File: config.mk
export PLATFORM = sky130hd
export DESIGN_NAME = motor_command_frame_crc16_core
export DESIGN_NICKNAME = d
export VERILOG_FILES = /design/src/rtl/mcf_crc_pkg.sv /design/src/rtl/mcf_crc_front.sv /design/src/rtl/mcf_crc_queue.sv /design/src/rtl/mcf_crc_back.sv /design/src/rtl/motor_command_frame_crc16_core.sv
export SDC_FILE = /design/constraint.sdc
export NUM_CORES = 1
export LEC_CHECK = 0
export BUFFER_PORTS_ARGS = -buffer_cell sky130_fd_sc_hd__buf_2
export CORE_ASPECT_RATIO = 0.5
export CORE_MARGIN = 5
export CORE_UTILIZATION = 38
export DETAILED_ROUTE_END_ITERATION = 7
export PLACE_DENSITY_LB_ADDON = 0.25
export SLEW_MARGIN = 10
export SYNTH_ARGS = -nofsm -noshare
export SYNTH_HDL_FRONTEND = slang
export SYNTH_SLANG_ARGS = --single-unit
File: constraint.sdc
create_clock -name clk -period 3.1 [get_ports clk]
set_input_delay 0.62 -clock clk [delete_from_list [all_inputs] [get_ports clk]]
set_output_delay 0.62 -clock clk [all_outputs]
set_load 0.05 [all_outputs]
File: src/rtl/mcf_crc_pkg.sv
`default_nettype none
// ----------------------------------------------------------------------------
// mcf_crc_pkg - shared types and constants of the motor command frame core
// direction codes, frame constants, queue entry type and the crc byte update
// ----------------------------------------------------------------------------
package mcf_crc_pkg;

    // direction codes
    localparam logic [3:0] DirFwd      = 4'd0;
    localparam logic [3:0] DirBack     = 4'd1;
    localparam logic [3:0] DirLeft     = 4'd2;
    localparam logic [3:0] DirRight    = 4'd3;
    localparam logic [3:0] DirTopLeft  = 4'd4;
    localparam logic [3:0] DirTopRight = 4'd5;
    localparam logic [3:0] DirBotLeft  = 4'd6;
    localparam logic [3:0] DirBotRight = 4'd7;
    localparam logic [3:0] DirTurnaway = 4'd8;

    // frame constants
    localparam int unsigned FrameLen  = 9;
    localparam logic [3:0]  LastIdx   = 4'(FrameLen - 1);
    localparam logic [7:0]  SyncByte  = 8'hFF;
    localparam logic [7:0]  SizeByte  = 8'h07;
    localparam logic [7:0]  SlowWheel = 8'h78;
    localparam logic [7:0]  FlagFwd   = 8'hF0;
    localparam logic [7:0]  FlagBack  = 8'hA0;
    localparam logic [7:0]  FlagDiag  = 8'h50;
    localparam logic [7:0]  FlagNone  = 8'h00;
    localparam logic [6:0]  FullPct   = 7'd100;

    // wheel = floor(12 * pct / 5); reciprocal of five in q15
    localparam logic [3:0]  WheelMul  = 4'd12;
    localparam logic [12:0] RecipFive = 13'd6554;

    // crc-16/modbus
    localparam logic [15:0] CrcInit   = 16'hFFFF;
    localparam logic [15:0] CrcPoly   = 16'hA001;

    // queue between front and back
    localparam int unsigned QueueDepth = 2;

    typedef struct packed {
        logic [7:0] left;
        logic [7:0] right;
        logic [7:0] flag;
    } wheel_cmd_t;

    typedef struct packed {
        logic       valid;
        wheel_cmd_t cmd;
    } cmd_xfer_t;

    function automatic logic [15:0] crc_byte(input logic [15:0] crc_in,
                                             input logic [7:0]  data);
        logic [15:0] c;
        c = crc_in ^ {8'h00, data};
        for (int b = 0; b < 8; b++) begin
            if (c[0])
                c = (c >> 1) ^ CrcPoly;
            else
                c = c >> 1;
        end
        return c;
    endfunction

endpackage
`default_nettype wire

File: src/rtl/mcf_crc_front.sv
`default_nettype none
// ----------------------------------------------------------------------------
// mcf_crc_front - command decode
// saturates the speed, scales it to a wheel byte and maps the direction
// ----------------------------------------------------------------------------
module mcf_crc_front (
    input  wire logic                  cmd_valid,
    input  wire logic [3:0]            direction,
    input  wire logic [6:0]            speed_percent,
    output mcf_crc_pkg::cmd_xfer_t     push
);

    logic [6:0]  pct_sat;
    logic [10:0] scaled;
    logic [23:0] prod;
    logic [7:0]  wheel;

    // floor(240 * pct / 100) as floor(12 * pct / 5)
    assign pct_sat = (speed_percent > mcf_crc_pkg::FullPct) ?
                     mcf_crc_pkg::FullPct : speed_percent;
    assign scaled  = 11'(pct_sat) * 11'(mcf_crc_pkg::WheelMul);
    assign prod    = 24'(scaled) * 24'(mcf_crc_pkg::RecipFive);
    assign wheel   = prod[22:15];

    always_comb
    begin
        push.valid = cmd_valid;
        unique case (direction) inside
            mcf_crc_pkg::DirFwd:
            begin
                push.cmd = '{left: wheel, right: wheel, flag: mcf_crc_pkg::FlagFwd};
            end
            mcf_crc_pkg::DirBack:
            begin
                push.cmd = '{left: wheel, right: wheel, flag: mcf_crc_pkg::FlagBack};
            end
            mcf_crc_pkg::DirLeft:
            begin
                push.cmd = '{left: 8'h00, right: wheel, flag: mcf_crc_pkg::FlagFwd};
            end
            mcf_crc_pkg::DirRight:
            begin
                push.cmd = '{left: wheel, right: 8'h00, flag: mcf_crc_pkg::FlagFwd};
            end
            mcf_crc_pkg::DirTopLeft:
            begin
                push.cmd = '{left: mcf_crc_pkg::SlowWheel, right: wheel,
                             flag: mcf_crc_pkg::FlagDiag};
            end
            mcf_crc_pkg::DirTopRight:
            begin
                push.cmd = '{left: wheel, right: mcf_crc_pkg::SlowWheel,
                             flag: mcf_crc_pkg::FlagDiag};
            end
            mcf_crc_pkg::DirBotLeft:
            begin
                push.cmd = '{left: mcf_crc_pkg::SlowWheel, right: wheel,
                             flag: mcf_crc_pkg::FlagNone};
            end
            // turnaway drives like bottom right
            mcf_crc_pkg::DirBotRight, mcf_crc_pkg::DirTurnaway:
            begin
                push.cmd = '{left: wheel, right: mcf_crc_pkg::SlowWheel,
                             flag: mcf_crc_pkg::FlagNone};
            end
            // stop and unknown codes
            default:
            begin
                push.cmd = '{left: 8'h00, right: 8'h00, flag: mcf_crc_pkg::FlagNone};
            end
        endcase
    end

endmodule
`default_nettype wire

File: src/rtl/mcf_crc_queue.sv
`default_nettype none
// ----------------------------------------------------------------------------
// mcf_crc_queue - short command queue
// two-entry fifo decoupling command decode from frame emission
// ----------------------------------------------------------------------------
module mcf_crc_queue (
    input  wire logic                  clk,
    input  wire logic                  rst_n,
    input  wire mcf_crc_pkg::cmd_xfer_t push,
    output logic                       full,
    output mcf_crc_pkg::cmd_xfer_t     head,
    input  wire logic                  pop
);

    localparam int unsigned PtrW = $clog2(mcf_crc_pkg::QueueDepth);
    localparam int unsigned CntW = $clog2(mcf_crc_pkg::QueueDepth + 1);

    mcf_crc_pkg::wheel_cmd_t mem [mcf_crc_pkg::QueueDepth];

    logic [PtrW-1:0] wr_ptr_reg, wr_ptr_next;
    logic [PtrW-1:0] rd_ptr_reg, rd_ptr_next;
    logic [CntW-1:0] count_reg, count_next;
    logic            do_push;
    logic            do_pop;

    assign full     = (count_reg == CntW'(mcf_crc_pkg::QueueDepth));
    assign do_push  = push.valid && !full;
    assign do_pop   = pop && (count_reg != '0);
    assign head.valid = (count_reg != '0);
    assign head.cmd   = mem[rd_ptr_reg];

    always_comb
    begin
        wr_ptr_next = wr_ptr_reg;
        rd_ptr_next = rd_ptr_reg;
        count_next  = count_reg;
        if (do_push)
            wr_ptr_next = (wr_ptr_reg == PtrW'(mcf_crc_pkg::QueueDepth - 1)) ?
                          '0 : wr_ptr_reg + PtrW'(1);
        if (do_pop)
            rd_ptr_next = (rd_ptr_reg == PtrW'(mcf_crc_pkg::QueueDepth - 1)) ?
                          '0 : rd_ptr_reg + PtrW'(1);
        if (do_push && !do_pop)
            count_next = count_reg + CntW'(1);
        else if (do_pop && !do_push)
            count_next = count_reg - CntW'(1);
    end

    always_ff @(posedge clk or negedge rst_n)
    begin
        if (!rst_n)
        begin
            wr_ptr_reg <= '0;
            rd_ptr_reg <= '0;
            count_reg  <= '0;
        end
        else
        begin
            wr_ptr_reg <= wr_ptr_next;
            rd_ptr_reg <= rd_ptr_next;
            count_reg  <= count_next;
        end
    end

    always_ff @(posedge clk)
    begin
        if (do_push)
            mem[wr_ptr_reg] <= push.cmd;
    end

endmodule
`default_nettype wire

File: src/rtl/mcf_crc_back.sv
`default_nettype none
// ----------------------------------------------------------------------------
// mcf_crc_back - frame emission
// walks the nine frame bytes of the queue head, folding bytes one to six
// into the crc, into a registered byte output
// ----------------------------------------------------------------------------
module mcf_crc_back (
    input  wire logic                  clk,
    input  wire logic                  rst_n,
    input  wire mcf_crc_pkg::cmd_xfer_t head,
    output logic                       pop,
    output logic                       out_valid,
    input  wire logic                  out_ready,
    output logic [7:0]                 out_byte,
    output logic                       out_last
);

    logic [3:0]  idx_reg, idx_next;
    logic [15:0] crc_reg, crc_next;
    logic        out_valid_reg, out_valid_next;
    logic [7:0]  out_byte_reg;
    logic        out_last_reg;
    logic        load;
    logic        emit;
    logic [7:0]  cur_byte;

    // the output register takes a byte when empty or being drained
    assign load = !out_valid_reg || out_ready;
    assign emit = load && head.valid;
    assign pop  = emit && (idx_reg == mcf_crc_pkg::LastIdx);

    always_comb
    begin
        case (idx_reg)
            4'd0:    cur_byte = mcf_crc_pkg::SyncByte;
            4'd1:    cur_byte = mcf_crc_pkg::SizeByte;
            4'd2:    cur_byte = head.cmd.left;
            4'd4:    cur_byte = head.cmd.right;
            4'd6:    cur_byte = head.cmd.flag;
            4'd7:    cur_byte = crc_reg[7:0];
            4'd8:    cur_byte = crc_reg[15:8];
            default: cur_byte = 8'h00;
        endcase
    end

    always_comb
    begin
        idx_next       = idx_reg;
        crc_next       = crc_reg;
        out_valid_next = out_valid_reg && !out_ready;
        if (emit)
        begin
            out_valid_next = 1'b1;
            idx_next = (idx_reg == mcf_crc_pkg::LastIdx) ? 4'd0 : idx_reg + 4'd1;
            if (idx_reg == 4'd0)
                crc_next = mcf_crc_pkg::CrcInit;
            else if (idx_reg <= 4'd6)
                crc_next = mcf_crc_pkg::crc_byte(crc_reg, cur_byte);
        end
    end

    always_ff @(posedge clk or negedge rst_n)
    begin
        if (!rst_n)
        begin
            idx_reg       <= 4'd0;
            out_valid_reg <= 1'b0;
        end
        else
        begin
            idx_reg       <= idx_next;
            out_valid_reg <= out_valid_next;
        end
    end

    always_ff @(posedge clk)
    begin
        crc_reg <= crc_next;
        if (emit)
        begin
            out_byte_reg <= cur_byte;
            out_last_reg <= (idx_reg == mcf_crc_pkg::LastIdx);
        end
    end

    assign out_valid = out_valid_reg;
    assign out_byte  = out_byte_reg;
    assign out_last  = out_last_reg;

    a_idx_range: assert property (@(posedge clk) disable iff (!rst_n)
        idx_reg <= mcf_crc_pkg::LastIdx)
        else $error("frame byte index out of range");

    a_pop_on_last: assert property (@(posedge clk) disable iff (!rst_n)
        pop |-> (emit && idx_reg == mcf_crc_pkg::LastIdx))
        else $error("queue popped before the frame end");

    a_last_marks_end: assert property (@(posedge clk) disable iff (!rst_n)
        pop |=> (out_valid_reg && out_last_reg && idx_reg == 4'd0))
        else $error("frame end not marked on the crc high byte");

    a_no_stray_start: assert property (@(posedge clk) disable iff (!rst_n)
        (emit && idx_reg != mcf_crc_pkg::LastIdx) |=> (idx_reg != 4'd0))
        else $error("frame index wrapped mid frame");

endmodule
`default_nettype wire

File: src/rtl/motor_command_frame_crc16_core.sv
`default_nettype none
// ----------------------------------------------------------------------------
// motor_command_frame_crc16_core - wheel command frame builder
// turns a drive command into a nine-byte frame closed by a crc-16/modbus
// ----------------------------------------------------------------------------
//  channel  | role      | tdata                               | tlast
//  ---------+-----------+-------------------------------------+---------------
//  s_*      | command   | [3:0] direction, [10:4] speed_pct   | unused
//  m_*      | frame     | [7:0] frame byte                    | crc high byte
//
//  each command gives nine byte transfers, one per cycle while m_tready is
//  high, so the byte walker in the back end sets the command rate; the first
//  byte of a command passes through the queue and then the output register
//  a two-entry queue holds decoded commands and keeps the head until its
//  last byte leaves, so s_tready stays high until one command waits behind
//  the frame in flight
//  m_tready low holds the output register and the byte walker; the
//  command side keeps taking transfers until the queue fills
//  rst_n clears the queue, the byte index and the output valid
// ----------------------------------------------------------------------------
module motor_command_frame_crc16_core (
    input  wire logic        clk,
    input  wire logic        rst_n,

    // command stream
    input  wire logic        s_tvalid,
    output logic             s_tready,
    input  wire logic [15:0] s_tdata,   // [3:0] direction, [10:4] speed_percent, rest zero

    // frame byte stream
    output logic             m_tvalid,
    input  wire logic        m_tready,
    output logic [7:0]       m_tdata,   // [7:0] frame_byte
    output logic             m_tlast    // last_byte
);

    mcf_crc_pkg::cmd_xfer_t push;
    mcf_crc_pkg::cmd_xfer_t head;
    logic                   q_full;
    logic                   q_pop;

    // decode: speed scaling and direction table
    mcf_crc_front u_front (
        .cmd_valid     (s_tvalid),
        .direction     (s_tdata[3:0]),
        .speed_percent (s_tdata[10:4]),
        .push          (push)
    );

    // decoded commands wait here while a frame is on the wire
    mcf_crc_queue u_queue (
        .clk   (clk),
        .rst_n (rst_n),
        .push  (push),
        .full  (q_full),
        .head  (head),
        .pop   (q_pop)
    );

    assign s_tready = !q_full;

    // byte walker with running crc and output register
    mcf_crc_back u_back (
        .clk       (clk),
        .rst_n     (rst_n),
        .head      (head),
        .pop       (q_pop),
        .out_valid (m_tvalid),
        .out_ready (m_tready),
        .out_byte  (m_tdata),
        .out_last  (m_tlast)
    );

endmodule
`default_nettype wire

Word level (Yosys, flattened, before mapping)
Memories as Yosys holds them, arrays and structs flattened.
Index checks and enable logic that the tools add are counted.
- register bits after elaboration: 34
- bits in writable memories: 48
- output and inout port bits: 11
- memories kept: 1
- memories (name ; depth ; width ; read ports ; clocked after Yosys merged registers in ; write ports ; RTL line ; RTL):
    u_queue.mem ; 2 ; 24 ; 1 ; 0 ; 1 ; mcf_crc_queue.sv:18 ; mcf_crc_pkg::wheel_cmd_t mem [mcf_crc_pkg::QueueDepth];
- add/sub/neg operators: 5
- $mul: 2
- $lt $le $gt $ge: 2
- equal/unequal tests: 15
- mux-type cells: 41
- bitwise operators: 9
- reductions and logical operators: 20
- operators with widths (kind ; number):
    16-bit two-way mux ; 30
    24-bit one-hot mux with 8 select lines ; 1
    8-bit one-hot mux with 7 select lines ; 1
    4-bit by 3-bit equality test with 1-bit output, second input constant ; 7
    2-bit inverter with 3-bit output ; 8
    9-bit by 12-bit multiplier with 20-bit output, second input constant ; 1
    16-bit by 8-bit XOR with 16-bit output ; 1
    4-bit by 2-bit equality test with 1-bit output, second input constant ; 3
    7-bit by 2-bit multiplier with 9-bit output, second input constant ; 1
    4-bit by 1-bit equality test with 1-bit output, second input constant ; 2
    4-bit equality test, second input constant ; 2
    4-bit zero test ; 2
    7-bit greater-than comparator, second input constant ; 1
    1-bit logical AND ; 7
    7-bit two-way mux ; 1
    2-bit nonzero test ; 3
    1-bit zero test ; 5
    1-bit two-way mux ; 5
    4-bit by 1-bit adder with 4-bit output, second input constant ; 1
    4-bit by 3-bit <= comparator with 1-bit output, second input constant ; 1
    2-bit two-way mux ; 2
    4-bit two-way mux ; 1
    1-bit adder, second input constant ; 2
    2-bit by 1-bit adder with 2-bit output, second input constant ; 1
    5 further kinds ; 5

Longest topological paths before layout
- depth in word-level cells: 41
- depth in mapped cells: 32
- depth with buffers taken out: 30

Hierarchy
A second synthesis with hierarchy kept.
- cell total of the unflattened synthesis: 525
- area, all modules: 6045.8 µm²
- by module, submodules not included (module ; times used ; cells each ; area an instance (µm²) ; seq. area each (µm²)):
    mcf_crc_front ; 1 ; 268 ; 2163.3 ; 0.0
    mcf_crc_queue ; 1 ; 94 ; 2034.5 ; 1541.5
    mcf_crc_back ; 1 ; 162 ; 1844.3 ; 875.8
    motor_command_frame_crc16_core ; 1 ; 1 ; 3.8 ; 0.0

Worst setup path before layout
OpenSTA, ideal clock, no wires.
- kind: input to register
- start point: input port s_tdata[7]
- end point: memory u_queue.mem[0][14] in the netlist's numbering (data pin)
- library setup time: 0.272 ns
- arrival time: 6.170 ns
- data required time: 2.828 ns
- path slack: -3.342 ns
- stages: 31
- buffers on the path: 2
- cell sequence: clkbuf_1 nor2_1 a21o_1 nand2_1 inv_1 ha_1 inv_1 fa_1 inv_1 o21ai_0 a211oi_1 o21a_1 or3_1 and2_1 clkbuf_1 xor2_1 xor2_1 ha_1 inv_1 fa_1 fa_1 inv_1 ha_1 a21o_1 a31oi_1 o21ai_1 a32oi_1 nand2b_1 a21oi_1 xor2_1 o21ai_1
- RTL lines (element ; RTL line ; RTL):
    start: declaration ; motor_command_frame_crc16_core.sv:28 ; input wire logic [15:0] s_tdata,
    end: declaration ; mcf_crc_queue.sv:18 ;

==> report_table.html <==
<table>
<tr><th>Metric</th><th>Value</th></tr>
<tr><th colspan="2">Logic synthesis</th></tr>
<tr><td>Most used flip-flop cell after synthesis</td><td>sky130_fd_sc_hd__edfxtp_1</td></tr>
<tr><td>Leading cell types by total area after synthesis</td><td>sky130_fd_sc_hd__edfxtp_1 35%, sky130_fd_sc_hd__ha_1 13%, sky130_fd_sc_hd__fa_1 7.9%</td></tr>
<tr><td>Proportion of register bits with asynchronous set or reset after synthesis</td><td>12.9%</td></tr>
<tr><td>Seq cells post-synth</td><td>70</td></tr>
<tr><td>Count of warnings emitted by yosys</td><td>0</td></tr>
<tr><td>Cell type contributing the most total cell area after synthesis</td><td>sky130_fd_sc_hd__edfxtp_1</td></tr>
<tr><td>Library cell with the highest instance count after synthesis</td><td>sky130_fd_sc_hd__inv_1</td></tr>
<tr><td>Synthesized net count</td><td>roughly 600</td></tr>
<tr><td>Synthesized area per cell</td><td>10.5 sq um</td></tr>
<tr><td>Sequential fraction of the synthesis area</td><td>between 30% and 40%</td></tr>
<tr><td>Post-synth EDFFs</td><td>a little over 60</td></tr>
<tr><td>Top post-synthesis cells by count</td><td>66 x sky130_fd_sc_hd__inv_1, 61 x sky130_fd_sc_hd__edfxtp_1, 53 x sky130_fd_sc_hd__ha_1</td></tr>
<tr><td>Number of instances in the synthesized netlist</td><td>504</td></tr>
<tr><td>Total standard cell area after synthesis</td><td>between 0.005 and 0.006 sq mm</td></tr>
<tr><td>Area share of the largest cell type after synthesis</td><td>34.6%</td></tr>
<tr><td>Distinct cell type count after synthesis</td><td>between 60 and 70</td></tr>
<tr><th colspan="2">Floorplan</th></tr>
<tr><td>Chip width</td><td>~180 um</td></tr>
<tr><td>Total Die Area</td><td>0.0165 sq mm</td></tr>
<tr><td>Floorplan Core Area</td><td>between 0.01 and 0.015 sq mm</td></tr>
<tr><td>Die Height</td><td>a little over 90 um</td></tr>
<tr><td>Number of primary I/O pins</td><td>31</td></tr>
<tr><td>Effective utilization at floorplan</td><td>between 30 and 40%</td></tr>
<tr><td>Rows</td><td>30</td></tr>
<tr><th colspan="2">STA</th></tr>
<tr><td>Final number of setup-violating endpoints</td><td>32</td></tr>
<tr><td>Clk_skew</td><td>about 0.0055 ns</td></tr>
<tr><td>Max Fclk</td><td>0.177 GHz</td></tr>
<tr><td>Tmin final</td><td>5.65 ns</td></tr>
<tr><td>Number of pins with negative max-slew slack in the final report</td><td>0</td></tr>
<tr><td>Unrepaired setup endpoints after global routing</td><td>true</td></tr>
<tr><td>Final Hold Fails</td><td>0</td></tr>
<tr><td>Final critical-path share of the clock period</td><td>182%</td></tr>
<tr><td>Transition at the pin with the smallest max-transition slack</td><td>0.862 ns</td></tr>
<tr><td>Worst-case setup margin in the final layout</td><td>-2.55 ns</td></tr>
<tr><td>Rel. slew slack</td><td>a little over two fifths</td></tr>
<tr><th colspan="2">Clock network</th></tr>
<tr><td>Clk slew on worst S/H paths</td><td>0.06 ns</td></tr>
<tr><td>Root buffer selected by CTS</td><td>sky130_fd_sc_hd__clkbuf_16</td></tr>
<tr><td>Clock latency reported for the late side of the worst-skew pair</td><td>0.33 ns</td></tr>
<tr><td>CTS sink count</td><td>70</td></tr>
<tr><td>Maximum buffer depth of the clock tree</td><td>2</td></tr>
<tr><td>Clock tree from TritonCTS</td><td>built</td></tr>
<tr><td>Number of hold buffers added after CTS</td><td>0</td></tr>
<tr><td>TritonCTS buffer count</td><td>9</td></tr>
<tr><td>Depth of the CTS H-tree</td><td>3</td></tr>
<tr><th colspan="2">Setup path</th></tr>
<tr><td>Setup slack of the worst register-to-register path</td><td>0.11 ns</td></tr>
<tr><td>Class of the most critical setup path</td><td>in2reg</td></tr>
<tr><td>Critical path peak fanout</td><td>3</td></tr>
<tr><td>CP Data Arrival Time</td><td>between 5 and 6 ns</td></tr>
<tr><td>CP max-delay cell</td><td>sky130_fd_sc_hd__fa_2</td></tr>
<tr><td>Most prevalent standard cell on the critical path</td><td>sky130_fd_sc_hd__inv_2</td></tr>
<tr><td>Critical path data required time</td><td>3.15 ns</td></tr>
<tr><td>Element type at the critical path end</td><td>flop</td></tr>
<tr><td>Startpoint types</td><td>input pin</td></tr>
<tr><td>Crit-path max cell delay</td><td>0.60 ns</td></tr>
<tr><th colspan="2">Cells and area</th></tr>
<tr><td>Flip-flop count of the largest register after layout</td><td>36</td></tr>
<tr><td>Filler Cells Inserted</td><td>between 1000 and 1500</td></tr>
<tr><td>Share of layout cells above drive strength 1</td><td>39.1%</td></tr>
<tr><td>Area growth, synth to finish</td><td>40.4%</td></tr>
<tr><td>Number of antenna repair diodes</td><td>0</td></tr>
<tr><td>Number of standard cells in the layout, taps in and fillers out</td><td>865</td></tr>
<tr><td>NumNets Final</td><td>762</td></tr>
<tr><th colspan="2">Placement</th></tr>
<tr><td>Total placed cells including tap cells</td><td>812</td></tr>
<tr><td>Count of input and output buffers</td><td>25</td></tr>
<tr><td>Total half-perimeter wirelength after legalization and detailed placement</td><td>between 8 and 9 mm</td></tr>
<tr><td>Weighted congestion reported at the end of routability-driven placement</td><td>0.807</td></tr>
<tr><th colspan="2">Global route</th></tr>
<tr><td>Vias in the first global route</td><td>4123</td></tr>
<tr><td>Initial antenna violation count</td><td>0</td></tr>
<tr><td>First-pass GRT wire length</td><td>19.4 mm</td></tr>
<tr><td>Remaining global-route overflow</td><td>0</td></tr>
<tr><td>Global-route usage over all layers</td><td>between 10 and 15%</td></tr>
<tr><td>Pin count of the biggest net entering global routing</td><td>19</td></tr>
<tr><th colspan="2">Hold path</th></tr>
<tr><td>Class of the worst hold path</td><td>in2async</td></tr>
<tr><th colspan="2">Outcome</th></tr>
<tr><td>Status</td><td>finished, violations left</td></tr>
<tr><td>Failing checks</td><td>setup timing</td></tr>
<tr><th colspan="2">Drt</th></tr>
<tr><td>DR DRC count</td><td>0</td></tr>
<tr><td>Vias per std cell</td><td>4.73</td></tr>
<tr><td>Routed WL</td><td>11.8 mm</td></tr>
<tr><td>Detailed-route wire length per cell</td><td>between 10 and 15 um</td></tr>
<tr><td>Number of vias in the routed layout</td><td>approximately 4100</td></tr>
<tr><td>Remaining antenna violation count after routing</td><td>0</td></tr>
<tr><td>Number of search-and-repair iterations in the first detailed-routing pass</td><td>4</td></tr>
<tr><td>Detailed Route Iter0 Violations</td><td>206</td></tr>
<tr><th colspan="2">Job</th></tr>
<tr><td>Max_cap viols</td><td>0</td></tr>
</table>
-- kinds of logic (layout without fill, tap and decap cells) --
kind of cell / count (synthesis) / count (layout) / synth area share (%)
DFF: 70 / 70 / 38.8
adders and majority gates: 74 / 74 / 20.5
AOI/OAI and AO/OA: 104 / 104 / 12.3
muxes: 15 / 15 / 3.85
buffers and inverters: 84 / 253 / 6.50
and+or+nand+nor: 121 / 121 / 11.1
xor gates and xnor gates: 36 / 36 / 6.90
-- area by class of cell --
class                           count  area, sq um  share of cell area [%]
Sequential cell                    70         2060                    27.7
Multi-Input combinational cell    350         3300                    44.4
Clock inverter                      5         83.8                    1.13
Inverter                           67          251                    3.38
Tap cell                          192          240                    3.23
Clock buffer                       11          243                    3.26
Timing Repair Buffer              170         1260                    16.9
-- stage by stage --
step / setup TNS (ns) / worst slack (ns) / instance area (sq um) / hold slack [ns] / utilization (%)
5_1_grt: -87.60 / -2.86 / 7440 / 0.147 / 54.7
3_5_place_dp: -93.55 / -3.06 / 6420 / 0.484 / 47.3
3_3_place_gp: -91.79 / -2.99 / 6420 / 0.477 / 47.3
6_report: -79.58 / -2.55 / 7440 / 0.141 / 54.7
2_1_floorplan: -86.76 / -2.94 / 5380 / 0.324 / -
4_1_cts: -78.83 / -2.57 / 7080 / 0.137 / 52.1
-- metal layers --
layer	GRT usage [%]	wire (um)	vias up	share of wire, %
met2	26.5	6010	52	51
met4	3.47	137	0	1.2
met1	18.3	5410	1951	46
met5	0	0	-	0
met3	2.54	277	10	2.3
li1	-	-	2080	-
-- path summary, 6_finish.rpt --
path                               startpoint                  to  cells after the start
max                               s_tdata[10]  u_queue.mem[1][22]                     30
min                                     rst_n  u_queue.wr_ptr_reg                      1
max reg2reg                 u_back.idx_reg[0]   u_back.crc_reg[0]                     12
min reg2reg                u_queue.wr_ptr_reg  u_queue.wr_ptr_reg                      1
max in group asynchronous               rst_n    u_back.out_valid                      1
min in group clk                     m_tready    u_back.out_valid                      2
-- cells in the final DEF, fill, tap and decap left out, types with 5 or more instances in the layout --
cell,n
sky130_fd_sc_hd__a21o_1,5
sky130_fd_sc_hd__a21oi_1,21
sky130_fd_sc_hd__a21oi_2,5
sky130_fd_sc_hd__a31oi_1,7
sky130_fd_sc_hd__and2_1,5
sky130_fd_sc_hd__buf_2,20
sky130_fd_sc_hd__buf_4,143
sky130_fd_sc_hd__buf_6,5
sky130_fd_sc_hd__clkbuf_16,9
sky130_fd_sc_hd__dfrtp_1,9
sky130_fd_sc_hd__edfxtp_1,61
sky130_fd_sc_hd__fa_1,18
sky130_fd_sc_hd__ha_1,45
sky130_fd_sc_hd__ha_4,8
sky130_fd_sc_hd__inv_1,57
sky130_fd_sc_hd__inv_2,10
sky130_fd_sc_hd__mux2i_1,10
sky130_fd_sc_hd__nand2_1,45
sky130_fd_sc_hd__nand2_2,5
sky130_fd_sc_hd__nand2b_1,9
sky130_fd_sc_hd__nand3_1,6
sky130_fd_sc_hd__nor2_1,18
sky130_fd_sc_hd__o21ai_0,14
sky130_fd_sc_hd__o21ai_1,15
sky130_fd_sc_hd__xnor2_1,13
sky130_fd_sc_hd__xor2_1,11
-- critical path, delay by kind of cell --
kind                       cells  cell delay (ns)
adders and majority gates      7             2.26
AOI/OAI and AO/OA              9             1.34
and+or+nand+nor                5             0.72
buffers and inverters          8             0.56
xor gates and xnor gates       1             0.19
-- repair_timing --
item                                   in CTS  in global routing
endpoints found under the hold margin       0                  0
setup endpoints to repair                  33                 34
pin swaps                                  28                 46
buffers inserted                           24                 13
resized for setup                          30                 53
Power is not shown: default switching activity piles up to over one toggle a cycle in this logic, so the estimate is an artifact.
